--- src/hw/rtl/bpe_pkg.sv ---
package bpe_pkg;

  // Field formats
  localparam int COORD_WIDTH = 16;            // signed Q2.(COORD_WIDTH-2)
  localparam int PARAM_WIDTH = 16;            // unsigned Q0.PARAM_WIDTH
  localparam int WF          = 30;            // fraction bits of the basis weights
  localparam int NUM_PTS     = 4;             // control points, one lane each
  localparam int DEG_W       = 2;

  // Internal widths
  localparam int UW = WF + 1;                 // Q0.WF value up to and including 1.0
  localparam int WW = UW + 1;                 // weight, up to 3 * 1.0
  localparam int PW = WW + 1 + COORD_WIDTH;   // signed weight times coordinate
  localparam int AW = PW + 2;                 // sum of four products plus rounding
  localparam int RW = AW - WF;                // accumulator after the fraction is dropped

  // Pipeline depth: input reg, two multiply stages, weight select, lanes, sum, finish
  localparam int NUM_STAGES = 7;

  // Stream widths, padded to whole bytes
  localparam int IN_RAW_W   = PARAM_WIDTH + 2 * NUM_PTS * COORD_WIDTH;
  localparam int IN_DATA_W  = ((IN_RAW_W + 7) / 8) * 8;
  localparam int OUT_RAW_W  = 2 * COORD_WIDTH;
  localparam int OUT_DATA_W = ((OUT_RAW_W + 7) / 8) * 8;

  typedef enum logic [DEG_W-1:0] {
    DEG_CONST  = 2'd0,
    DEG_LINEAR = 2'd1,
    DEG_QUAD   = 2'd2,
    DEG_CUBIC  = 2'd3
  } degree_t;

  typedef logic [UW-1:0]                 frac_t;
  typedef logic [WW-1:0]                 weight_t;
  typedef logic signed [COORD_WIDTH-1:0] coord_t;
  typedef logic signed [PW-1:0]          prod_t;
  typedef logic [NUM_STAGES-1:0]         stage_en_t;

  // Rounded fraction product: (a*b + half) >> WF
  function automatic frac_t rmul(frac_t a, frac_t b);
    logic [2*UW-1:0] p;
    p = ({{UW{1'b0}}, a} * {{UW{1'b0}}, b}) + ((2*UW)'(1) << (WF - 1));
    return p[WF +: UW];
  endfunction

endpackage

--- src/hw/rtl/bpe_lane.sv ---
module bpe_lane import bpe_pkg::*; (
  input  logic    clk,
  input  logic    en,
  input  weight_t w_i,
  input  coord_t  px_i,
  input  coord_t  py_i,
  output prod_t   prod_x_o,
  output prod_t   prod_y_o
);

  logic signed [WW:0] w_s;
  prod_t prod_x_r, prod_y_r;

  // weight is never negative: zero sign bit
  assign w_s = $signed({1'b0, w_i});

  // weighted control point, x and y
  always_ff @(posedge clk) begin
    if (en) begin
      prod_x_r <= PW'(w_s * $signed(px_i));
      prod_y_r <= PW'(w_s * $signed(py_i));
    end
  end

  assign prod_x_o = prod_x_r;
  assign prod_y_o = prod_y_r;

endmodule

--- config.mk ---
export PLATFORM = sky130hd
export DESIGN_NAME = bpe_lane
export DESIGN_NICKNAME = d
export VERILOG_FILES = /design/src/hw/rtl/bpe_pkg.sv /design/src/hw/rtl/bpe_lane.sv
export SDC_FILE = /design/constraint.sdc
export NUM_CORES = 2
export LEC_CHECK = 0
export BUFFER_PORTS_ARGS = -buffer_cell sky130_fd_sc_hd__buf_2
export CORE_MARGIN = 2
export CORE_UTILIZATION = 54
export DETAILED_ROUTE_END_ITERATION = 7
export GPL_ROUTABILITY_DRIVEN = 0
export GPL_TIMING_DRIVEN = 0
export PLACE_DENSITY = 0.71
export SLEW_MARGIN = 10
export SYNTH_ARGS = -nofsm -noshare
export SYNTH_HDL_FRONTEND = slang
export SYNTH_SLANG_ARGS = --single-unit
--- constraint.sdc ---
create_clock -name clk -period 7.5 [get_ports clk]
set_clock_uncertainty 0.05 [all_clocks]
set_input_delay 0.375 -clock clk [delete_from_list [all_inputs] [get_ports clk]]
set_output_delay 0.375 -clock clk [all_outputs]
set_load 0.01 [all_outputs]
Yosys cells after proc, flatten, opt, wreduce, memory -nomap -nowiden
Cells that the tools add are included.
{"block": "totals", "ff_bits": 98, "latchBits": 0, "ramBits": 0, "romBits": 0, "in_bits": 66, "out_inout_bits": 98, "elab_cells": 4, "n_memories": 0}
{"block": "classes", "addsub": 0, "n_mul": 2, "div": 0, "order_cmp": 0, "n_eq_ne": 0, "shifts": 0, "muxes": 0, "bitwise": 0, "reduce_logical": 0}
{"cell": "multiplier 33 x 16 -> 49 bit", "count": 2}

Longest topological paths before layout
{"block": "logic_depth", "word_depth": 1, "mapped_depth": 24, "ltp_nobuf": 22}

Least setup slack after synthesis
OpenSTA, ideal clock, no wires.
{"block": "synth_timing", "path_type": "input -> register", "startpoint": "input port w_i[18]", "endpoint": "register prod_y_r[46], in the netlist prod_y_o[46] (data pin)", "setup_time_ps": 255, "t_arrival_ps": 5836, "required_time_ps": 7195, "setup_slack_ps": 1359, "path_stages": 21, "n_path_buf": 2, "path_cell_list": "clkbuf_1 nand2_1 fa_1 fa_1 fa_1 inv_1 fa_1 fa_1 inv_1 fa_1 inv_1 ha_1 clkbuf_1 a21oi_1 o21a_1 a211oi_1 nor2b_1 or4b_1 o211ai_1 nand4_1 and3_1"}
{"block": "synth_between", "elab_chain_cells": 1}
{"element": "start, declared", "line": "bpe_lane.sv:4", "source": "input weight_t w_i,"}
{"element": "multiplier 33 x 16 -> 49 bit", "line": "bpe_lane.sv:21", "source": "prod_y_r <= PW'(w_s * $signed(py_i));"}
{"element": "end signal, assigned", "line": "bpe_lane.sv:21"}
{"element": "end, declared", "line": "bpe_lane.sv:12", "source": "prod_t prod_x_r, prod_y_r;"}
Every way passes these cells.
A chain may end at the register's enable or synchronous reset.

Worst setup path after layout
{"block": "layout_timing", "startpoint": "input port px_i[2]", "endpoint": "register prod_x_r[42], in the netlist prod_x_o[42] (data pin)"}
{"block": "layout_between", "elab_chain_cells": 1}
{"element": "start, declared", "line": "bpe_lane.sv:5", "source": "input coord_t px_i,"}
{"element": "multiplier 33 x 16 -> 49 bit", "line": "bpe_lane.sv:20", "source": "prod_x_r <= PW'(w_s * $signed(px_i));"}
{"element": "end signal, assigned", "line": "bpe_lane.sv:20"}
{"element": "end, declared", "line": "bpe_lane.sv:12"}
Every way passes these cells.

==> results by group <==
Floorplanning
  • Num rows: 95
  • Die area: 70,660 um2
  • Die width: 265.8 um
  • Die H: 265.8 um
  • Core Region: 67,510 um2
  • Starting Density: 0.5483
  • Boundary Pins: 164

Global routing
  • GR Util All Layers: 0.3075
  • Global-route wire length before repair: 162,700 um
  • Global route overflow: 0
  • Initial antenna violation count: 24
  • Vias in the first global route: 29,760
  • Largest net degree at the start of global routing: 51

Timing
  • Tightest Pin Transition: 0.9530 ns
  • Max_slew headroom: 0.3647
  • Final hold vios: 0
  • Min Tclk post-route: 7.305 ns
  • Final setup viols: 0
  • Max Clock Freq: 136.9 MHz
  • Final Max Slew Viols: 0
  • Final Cycle Share: 0.9740

Detailed routing
  • Via Count: 28,850
  • Total Wirelength: 104,000 um
  • First-pass detailed-route iteration total: 5
  • 1st-iter DRT viols: 2,496
  • Drt wl/cell: 20.06 um
  • DRT antenna net count: 0
  • Via density: 5.564
  • Residual DRC count: 0

Clock tree
  • H-tree levels: 3
  • Hold-fix buffers at CTS: 0
  • Inserted Clock Buffers: 9
  • CTS tree: built
  • Reg clk slew, reported paths: 0.08 ns
  • Clk buf depth: 2
  • CTS sink count: 98
  • Root buffer selected by CTS: clkbuf_16
  • Postcts setup bufs: 0

Yosys
  • Cell Area, Synth: 37,020 um2
  • Syn nets: 5,334
  • Cells after Synth: 4,124
  • Top FF cell, synth: edfxtp_1
  • EDFF count, synth: 98
  • Syn avg cell area: 8.976 um2
  • Post-synth cell types: 60
  • Seq/Total Area, Yosys: 0.07950
  • Yosys reg bits: 98
  • Yosys Warn Count: 0
  • Asr flop ratio synth: 0

Worst setup path
  • Worst path required time: 7.61 ns
  • Crit path DAT: 7.41 ns
  • CP Capture Point: prod_x_o[42]
  • Critical Path Source Type: primary input
  • CP Launch Point: px_i[2]
  • Crit path kind: primary input to flop
  • Worst-path maximum fanout: 10
  • CP Capture Type: flop

Outcome
  • Status: complete, no violations

Final layout
  • Most common cell after layout, fill and taps aside: inv_1
  • Commonest cells after routing, fill and taps aside: 1,031 x inv_1, 836 x fa_1, 591 x nand2_1
  • Finished Core Util: 0.5817
  • Register area: 2943 um2
  • Final std cells w/o fill: 5,185
  • Area of the multi-input gates: 29,380 um2
  • Fillers: 6,159
  • Layout area overhead: 6.091%
  • Layout cells sized above 1: 0.04533
  • NumNets Final: 5,508

Placed design
  • Cells after DPL: 5,161
  • Port Buffers: 163
  • HPWL after DPL: 88,170 um

Run
  • Max cap viols: 0

Hold path
  • Hold Crit Class: primary input to flop
==> cells by family after synthesis <==
kind of cell / Yosys count / synth area share
compound gates: 309 / 0.05425
simple gates: 1233 / 0.1621
fa+ha+maj: 1144 / 0.5562
xor+xnor: 87 / 0.02058
flops: 98 / 0.07950
mux: 1 / 0.0003042
buf+inv: 1252 / 0.1270
==> what timing repair did <==
item,in CTS,in global routing
endpoints found under the setup margin,0,5
endpoints found under the hold margin,0,0
resized for setup,0,3
==> synth_stat cells, drive strengths merged, types with 23 or more instances <==
cell type / instances / area share
and2: 430 / 0.073
a21o: 42 / 0.0085
a21oi: 98 / 0.013
nor2: 90 / 0.0092
clkbuf: 215 / 0.022
nand2: 591 / 0.060
inv: 1031 / 0.10
fa: 836 / 0.45
xor2: 31 / 0.0073
nand4: 28 / 0.0047
ha: 308 / 0.10
nand2b: 23 / 0.0039
xnor2: 56 / 0.013
edfxtp: 98 / 0.079
o21ai: 62 / 0.0085
==> registers in the layout, indices dropped and copies added (netlist names) <==
register / flops
prod_x_o: 49
prod_y_o: 49
==> layout make-up <==
cell class	count	share of cell area
Multi-Input combinational cell	2774	0.7480
Inverter	1031	0.09854
Sequential cell	98	0.07494
Tap cell	873	0.02781
Timing Repair Buffer	164	0.02163
Buffer	220	0.02112
Clock buffer	10	0.005830
Clock inverter	5	0.001434
Antenna cell	10	0.0006372
==> critical path, cell delays in order <==
cell,delay (ns)
buf_2,0.17
clkbuf_1,0.63
nand2_1,0.17
fa_1,0.52
fa_1,0.53
fa_1,0.52
inv_1,0.06
fa_1,0.53
fa_1,0.50
inv_1,0.05
fa_1,0.49
inv_1,0.05
ha_1,0.37
and4_1,0.28
nand3_1,0.10
nor3b_2,0.39
o21ai_2,0.12
a211oi_1,0.79
o41a_1,0.34
a21oi_1,0.13
o311a_1,0.30
==> layer usage <==
layer | share of wire | routed length [um] | global-route usage
met5 | 0.0013 | 135 | 0
met4 | 0.048 | 4963 | 0.1363
met3 | 0.11 | 11470 | 0.07921
met2 | 0.47 | 49390 | 0.5008
met1 | 0.37 | 38070 | 0.3880
==> how the worst min path moves through the flow <==
stage                       start     endpoint  slack [ns]  cells after the start
final                     px_i[0]  prod_x_o[0]        0.32                      2
after global routing      px_i[0]  prod_x_o[0]        0.31                      2
after CTS                 px_i[0]  prod_x_o[0]        0.30                      2
after detailed placement  px_i[0]  prod_x_o[0]        0.73                      2
after global placement    px_i[0]  prod_x_o[0]        0.71                      2
after floorplan                en  prod_x_o[0]        0.44                      0
==> stage by stage <==
stage / TNS (ns) / instance area (um2) / setup WS, ns / hold slack [ns]
5_1_grt: -0.002342 / 39260 / -0.002342 / 0.3126
3_5_place_dp: -0.5704 / 38960 / -0.3571 / 0.7265
6_report: 0 / 39270 / 0.1952 / 0.3184
3_3_place_gp: -0.3871 / 38920 / -0.3159 / 0.7115
4_1_cts: 0 / 39240 / 0.06275 / 0.3004
2_1_floorplan: 0 / 37020 / 1.359 / 0.4375
Power is left out: the tool's default activity adds up to more than one toggle a clock period on the data nets, which glitch-free logic cannot reach.
