`config.mk`:
```
export PLATFORM = sky130hd
export DESIGN_NAME = bpe_merge
export DESIGN_NICKNAME = d
export VERILOG_FILES = /design/src/hw/rtl/bpe_pkg.sv /design/src/hw/rtl/bpe_merge.sv
export SDC_FILE = /design/constraint.sdc
export NUM_CORES = 1
export LEC_CHECK = 0
export BUFFER_PORTS_ARGS = -buffer_cell sky130_fd_sc_hd__buf_2
export CAP_MARGIN = 20
export CORE_ASPECT_RATIO = 0.5
export CORE_UTILIZATION = 53
export CTS_BUF_LIST = sky130_fd_sc_hd__clkbuf_16
export DETAILED_ROUTE_END_ITERATION = 6
export PLACE_DENSITY = 0.87
export SKIP_CTS_REPAIR_TIMING = 1
export SYNTH_ARGS = -nofsm -noshare
export SYNTH_HDL_FRONTEND = slang
export SYNTH_SLANG_ARGS = --single-unit
export TNS_END_PERCENT = 50
```
`constraint.sdc`:
```
create_clock -name clk -period 5.7 [get_ports clk]
set_input_delay 0.57 -clock clk [delete_from_list [all_inputs] [get_ports clk]]
set_output_delay 0.57 -clock clk [all_outputs]
set_load 0.005 [all_outputs]
```
`src/hw/rtl/bpe_pkg.sv`:
```
package bpe_pkg;

  // Field formats
  localparam int COORD_WIDTH = 16;            // signed Q2.(COORD_WIDTH-2)
  localparam int PARAM_WIDTH = 16;            // unsigned Q0.PARAM_WIDTH
  localparam int WF          = 30;            // fraction bits of the basis weights
  localparam int NUM_PTS     = 4;             // control points, one lane each
  localparam int DEG_W       = 2;

  // Internal widths
  localparam int UW = WF + 1;                 // Q0.WF value up to and including 1.0
  localparam int WW = UW + 1;                 // weight, up to 3 * 1.0
  localparam int PW = WW + 1 + COORD_WIDTH;   // signed weight times coordinate
  localparam int AW = PW + 2;                 // sum of four products plus rounding
  localparam int RW = AW - WF;                // accumulator after the fraction is dropped

  // Pipeline depth: input reg, two multiply stages, weight select, lanes, sum, finish
  localparam int NUM_STAGES = 7;

  // Stream widths, padded to whole bytes
  localparam int IN_RAW_W   = PARAM_WIDTH + 2 * NUM_PTS * COORD_WIDTH;
  localparam int IN_DATA_W  = ((IN_RAW_W + 7) / 8) * 8;
  localparam int OUT_RAW_W  = 2 * COORD_WIDTH;
  localparam int OUT_DATA_W = ((OUT_RAW_W + 7) / 8) * 8;

  typedef enum logic [DEG_W-1:0] {
    DEG_CONST  = 2'd0,
    DEG_LINEAR = 2'd1,
    DEG_QUAD   = 2'd2,
    DEG_CUBIC  = 2'd3
  } degree_t;

  typedef logic [UW-1:0]                 frac_t;
  typedef logic [WW-1:0]                 weight_t;
  typedef logic signed [COORD_WIDTH-1:0] coord_t;
  typedef logic signed [PW-1:0]          prod_t;
  typedef logic [NUM_STAGES-1:0]         stage_en_t;

  // Rounded fraction product: (a*b + half) >> WF
  function automatic frac_t rmul(frac_t a, frac_t b);
    logic [2*UW-1:0] p;
    p = ({{UW{1'b0}}, a} * {{UW{1'b0}}, b}) + ((2*UW)'(1) << (WF - 1));
    return p[WF +: UW];
  endfunction

endpackage

```
`src/hw/rtl/bpe_merge.sv`:
```
module bpe_merge import bpe_pkg::*; (
  input  logic      clk,
  input  stage_en_t en,
  input  prod_t     prod_x_i [NUM_PTS],
  input  prod_t     prod_y_i [NUM_PTS],
  output coord_t    point_x_o,
  output coord_t    point_y_o
);

  logic signed [AW-1:0] acc_x_nxt, acc_y_nxt, acc_x_r, acc_y_r;
  coord_t point_x_r, point_y_r;

  // drop the fraction (floor) and clip to the coordinate range
  function automatic coord_t finish(logic signed [AW-1:0] a);
    logic signed [RW-1:0] r;
    logic signed [RW-1:0] hi;
    logic signed [RW-1:0] lo;
    r  = RW'(a >>> WF);
    hi = $signed({{(RW - COORD_WIDTH + 1){1'b0}}, {(COORD_WIDTH - 1){1'b1}}});
    lo = $signed({{(RW - COORD_WIDTH + 1){1'b1}}, {(COORD_WIDTH - 1){1'b0}}});
    if (r > hi) begin
      return hi[COORD_WIDTH-1:0];
    end else if (r < lo) begin
      return lo[COORD_WIDTH-1:0];
    end
    return r[COORD_WIDTH-1:0];
  endfunction

  // lane sum plus half an LSB for rounding
  always_comb begin
    acc_x_nxt = AW'(1) << (WF - 1);
    acc_y_nxt = AW'(1) << (WF - 1);
    for (int i = 0; i < NUM_PTS; i++) begin
      acc_x_nxt = acc_x_nxt + AW'(prod_x_i[i]);
      acc_y_nxt = acc_y_nxt + AW'(prod_y_i[i]);
    end
  end

  always_ff @(posedge clk) begin
    if (en[5]) begin
      acc_x_r <= acc_x_nxt;
      acc_y_r <= acc_y_nxt;
    end
  end

  // output register
  always_ff @(posedge clk) begin
    if (en[6]) begin
      point_x_r <= finish(acc_x_r);
      point_y_r <= finish(acc_y_r);
    end
  end

  assign point_x_o = point_x_r;
  assign point_y_o = point_y_r;

endmodule

```
# Word level (Yosys, flattened, before mapping)
# Index checks and enable logic that the tools add are counted.
[totals]
reg_bits = 134
latchBits = 0
ramBits = 0
mem_bits_ro = 0
input_bits = 400
out_inout_bits = 32
wordCells = 28
mem_count = 0
[classes]
n_addsub = 8
mul = 0
n_div = 0
magnitude_cmp = 4
eq_ne = 0
shift = 0
muxes = 12
bitwise_logic = 0
reduce_logical = 0
[op_table]
columns = ["cell", "n"]
rows = [
  ["$add A51 B49 Y51", 4],
  ["$add A50 B49 Y51", 2],
  ["$add A31 B49 Y50 const A", 2],
  ["$mux W16", 6],
  ["$gt A21 B16 Y1 const B", 2],
  ["$lt A21 B16 Y1 const B", 2],
  ["$mux W1", 6],
]

# Depth between registers and ports, before layout
[depth]
ltp_word = 5
depth_mapped = 17

# Least setup slack after synthesis
# Ideal clock, no wire load.
[synth_timing]
path_type = "input to register"
startpoint = "in prod_y_i[28] (netlist name)"
endpoint = "reg acc_y_r[50] (data pin)"
setup_ns = 0.260
arrival_time_ns = 4.258
setup_slack_ns = 1.182
cell_stages = 16
path_buffers = 1
path_cell_list = "inv_1 fa_1 inv_1 fa_1 fa_1 ha_1 and3_1 buf_6 and3_4 and4_1 a222oi_1 o21ai_1 or4_4 a31o_4 a21oi_2 xnor2_1"
[synth_via]
elab_chain_len = 1
[synth_lines]
columns = ["element", "line_no", "source"]
rows = [
  ["start: declaration", "bpe_merge.sv:5", "input prod_t prod_y_i [NUM_PTS],"],
  ["$add A51 B49 Y51", "bpe_merge.sv:35", "acc_y_nxt = acc_y_nxt + AW'(prod_y_i[i]);"],
  ["net acc_y_nxt[50]", "bpe_merge.sv:10", "logic signed [AW-1:0] acc_x_nxt, acc_y_nxt, acc_x_r, acc_y_r;"],
  ["end signal: assignment", "bpe_merge.sv:42", "acc_y_r <= acc_y_nxt;"],
  ["end: declaration", "bpe_merge.sv:10", ""],
]
# The timed path passes the listed nets, and every way through them passes these cells.
# A chain may end at the register's enable or synchronous reset.

# Worst setup path in the final report
# Ends and elaborated chain as after synthesis.

==> results by group <==
Run status
  • Status: finished clean

Finish
  • Layout cell share with drive strength beyond 1: 25.40%
  • Commonest non-fill, non-tap cells in the layout: inv_1, buf_2, fa_1
  • Net count, final: between 2,000 and 3,000
  • Final core utilization: roughly two thirds
  • Most common cell after layout, fill and taps aside: inv_1
  • Layout area overhead: 21.95%
  • Design Area, Final: 0.01569 mm^2
  • Post-Layout Cell Count: roughly 2,100

Routing
  • First-pass DRT Iterations: 5
  • Routed Antenna Nets: 0
  • DRT Wirelength: around 30,000 um
  • DRC: 0
  • Vias: 10,360
  • Vias per inst: ~5.0
  • Routed len/inst: 14.44 um
  • Initial drt markers: between 400 and 500

Setup path
  • Critical Path Stages: 16
  • Critical R2R Launch: acc_y_r[47]
  • Crit path max-delay family: adder cells
  • Buf/Inv on CP: 3
  • Critical path class: in2reg
  • FF-to-FF path depth: 3
  • R2R setup slack: slightly above 4 ns
  • Endpoint class of the critical path: flop
  • Critical path required time: approximately 5.8 ns
  • CP cell instances: buf_2 -> inv_1 -> fa_1 -> inv_1 -> fa_1 -> fa_1 -> ha_1 -> and3_1 -> and3_4 -> and4_1 -> a222oi_1 -> o21ai_1 -> or4_4 -> a31o_4 -> a21oi_2 -> xnor2_1
  • CP dominant cell by count: fa_1
  • Reg2reg end: point_y_o[3]
  • Worst EP arrival: between 4 and 5 ns
  • Critical Path Fanout Max: 6
  • Slowest cell on crit path: fa_1
  • Origin of the worst setup path: prod_y_i[28]
  • Critical Path Start Type: input port
  • CP peak stage delay: between 0.5 and 0.6 ns
  • Critical Path End: acc_y_r[50]

Global route
  • First-pass GRT wire length: about 50,000 um
  • GRT Total Usage: 24.99%
  • Initial antenna violation count: 3
  • Vias in the first global route: about 11,000
  • Largest net degree at the start of global routing: 43
  • Total global routing overflow: 0

Timing
  • Max frequency: 215.8 MHz
  • Period utilisation layout: 81.30%
  • Post-layout minimum cycle time: ~4.6 ns
  • Unrepaired setup endpoints after global routing: no
  • Actual slew at the worst max-slew pin: between 0.9 and 1 ns
  • Setup TNS: 0 ns
  • Final setup vio count: 0
  • Fin. max-slew vios: 0
  • Hold Vio Cnt, Final: 0
  • Slew margin rel.: ~33%
  • Clock Skews: about 0.0058 ns

Yosys
  • Ys Warns: 0
  • Ys async rst share: 0%
  • Netlist cell types: 54
  • Synth Net Count: about 2,100
  • Area leader, netlist: fa_1
  • Synth top area share: a little under a third
  • Post-synth EDFFs: 74
  • Number of synthesized register bits: between 70 and 80
  • Synthesized area: between 0.01 and 0.015 mm^2
  • Syn_area_per_cell: between 9 and 10 um^2
  • Synth Flop Type: edfxtp_1
  • Synth Instances: 1,334
  • Seq/Total Area, Yosys: 17.27%
  • Synth top area cells: fa_1, ha_1, edfxtp_1, inv_1, a21o_1

Power and ir drop
  • Lkg Pwr: approximately 0.0090 uW
  • Power, Total: around 5000 uW
  • Pwr Density: 322.5 mW/mm^2
  • Maximum vdd drop: roughly 0.21 mV

Place
  • DP Area: 0.01534 mm^2
  • Final Wtd Congestion: around 0.86
  • Placed Instances: a little over 2,000
  • Count of input and output buffers: 426
  • Hpwl dp: 26,910 um

Clocking
  • CTS tree: built
  • Clk sinks: 74
  • H-tree depth: 3
  • Worst-path clk slew: ~0.06 ns
  • CTS max path bufs: 2
  • CTS Buf Count: 9
  • Clock Latency Late Sink: 0.34 ns
  • Root buf cell: clkbuf_16

Flow run
  • Max Cap Viol: 0

Floorplanning
  • Top Ports: 432
  • Die Wd: around 220 um
  • Die H: between 100 and 150 um
  • Core area: about 0.023 mm^2
  • Row cnt: 39
  • Die area: ~0.025 mm^2
  • Starting Density: a little under three fifths

Min path
  • Hold WC Path Type: reg2reg
-- worst min-delay path by stage --
| stage | cells after the start | start | to | slack [ns] |
|---|---|---|---|---|
| global route | 0 | acc_x_r[50] | point_x_o[15] | 0.50 |
| global placement | 0 | acc_x_r[50] | point_x_o[15] | 0.47 |
| CTS | 0 | acc_x_r[50] | point_x_o[15] | 0.49 |
| detailed placement | 0 | acc_x_r[50] | point_x_o[15] | 0.48 |
| floorplan | 1 | acc_x_r[30] | point_x_o[0] | 0.50 |
| finish | 0 | acc_x_r[50] | point_x_o[15] | 0.49 |
-- metrics by stage --
stage | hold WS, ns | setup WS, ns
3_3_place_gp | 0.4653 | 0.6845
6_report | 0.4900 | 1.066
5_1_grt | 0.5001 | 0.7440
4_1_cts | 0.4924 | 1.019
2_1_floorplan | 0.4951 | 1.182
3_5_place_dp | 0.4793 | 0.6550
-- synthesized netlist by cell type (7+ instances only) --
master,number
xnor2_1,27
nor2b_1,10
xor2_1,14
and3_1,7
nand4_1,9
a21o_1,59
ha_1,190
edfxtp_1,74
nand3_1,20
a21oi_1,70
nor2_1,31
a211oi_1,16
o21bai_1,7
a31oi_1,8
o211ai_1,8
nand2_1,38
o21ai_0,20
fa_1,196
inv_1,440
nor3_1,11
o21a_1,7
o21ai_1,11
clkbuf_1,10
-- logic make-up (layout without fill, tap and decap cells) --
| group | Yosys count | in the layout | synth area share [%] |
|---|---|---|---|
| AOI/OAI and AO/OA | 234 | 234 | 11.94 |
| and+or+nand+nor | 148 | 148 | 5.787 |
| DFF | 74 | 74 | 17.27 |
| adders and majority gates | 386 | 386 | 48.98 |
| other | 0 | 4 | 0 |
| buffers and inverters | 451 | 885 | 13.22 |
| xor gates and xnor gates | 41 | 41 | 2.792 |
-- routing by layer --
metal / up-vias / wire length (um) / global-route usage, %
li1: 5084 / - / -
met1: 4923 / 12080 / 29.26
met2: 294 / 15630 / 46.90
met3: 59 / 1341 / 3.482
met4: 0 / 977 / 9.074
met5: - / 0 / 0
-- sequential cells by signal, indices dropped and copies added, names as in the netlist --
name       flops
acc_x_r       21
acc_y_r       21
point_x_o     16
point_y_o     16
-- area by class of cell --
class                   count  area (um^2)
multi-input cells         809         8941
fillers                  1790         7637
flip-flops and latches     74         2222
repair buffers            429         2158
inverters                 440         1652
well taps                 307        384.1
clock buffers               9        225.2
clock inverters             7        95.09
diodes                      4        10.01
-- where the power goes --
part           internal [uW]  switching [uW]
Sequential              1010            79.6
Clock                    383             230
Combinational           1510            1840
Note: power is estimated with default switching activity, not from simulation.
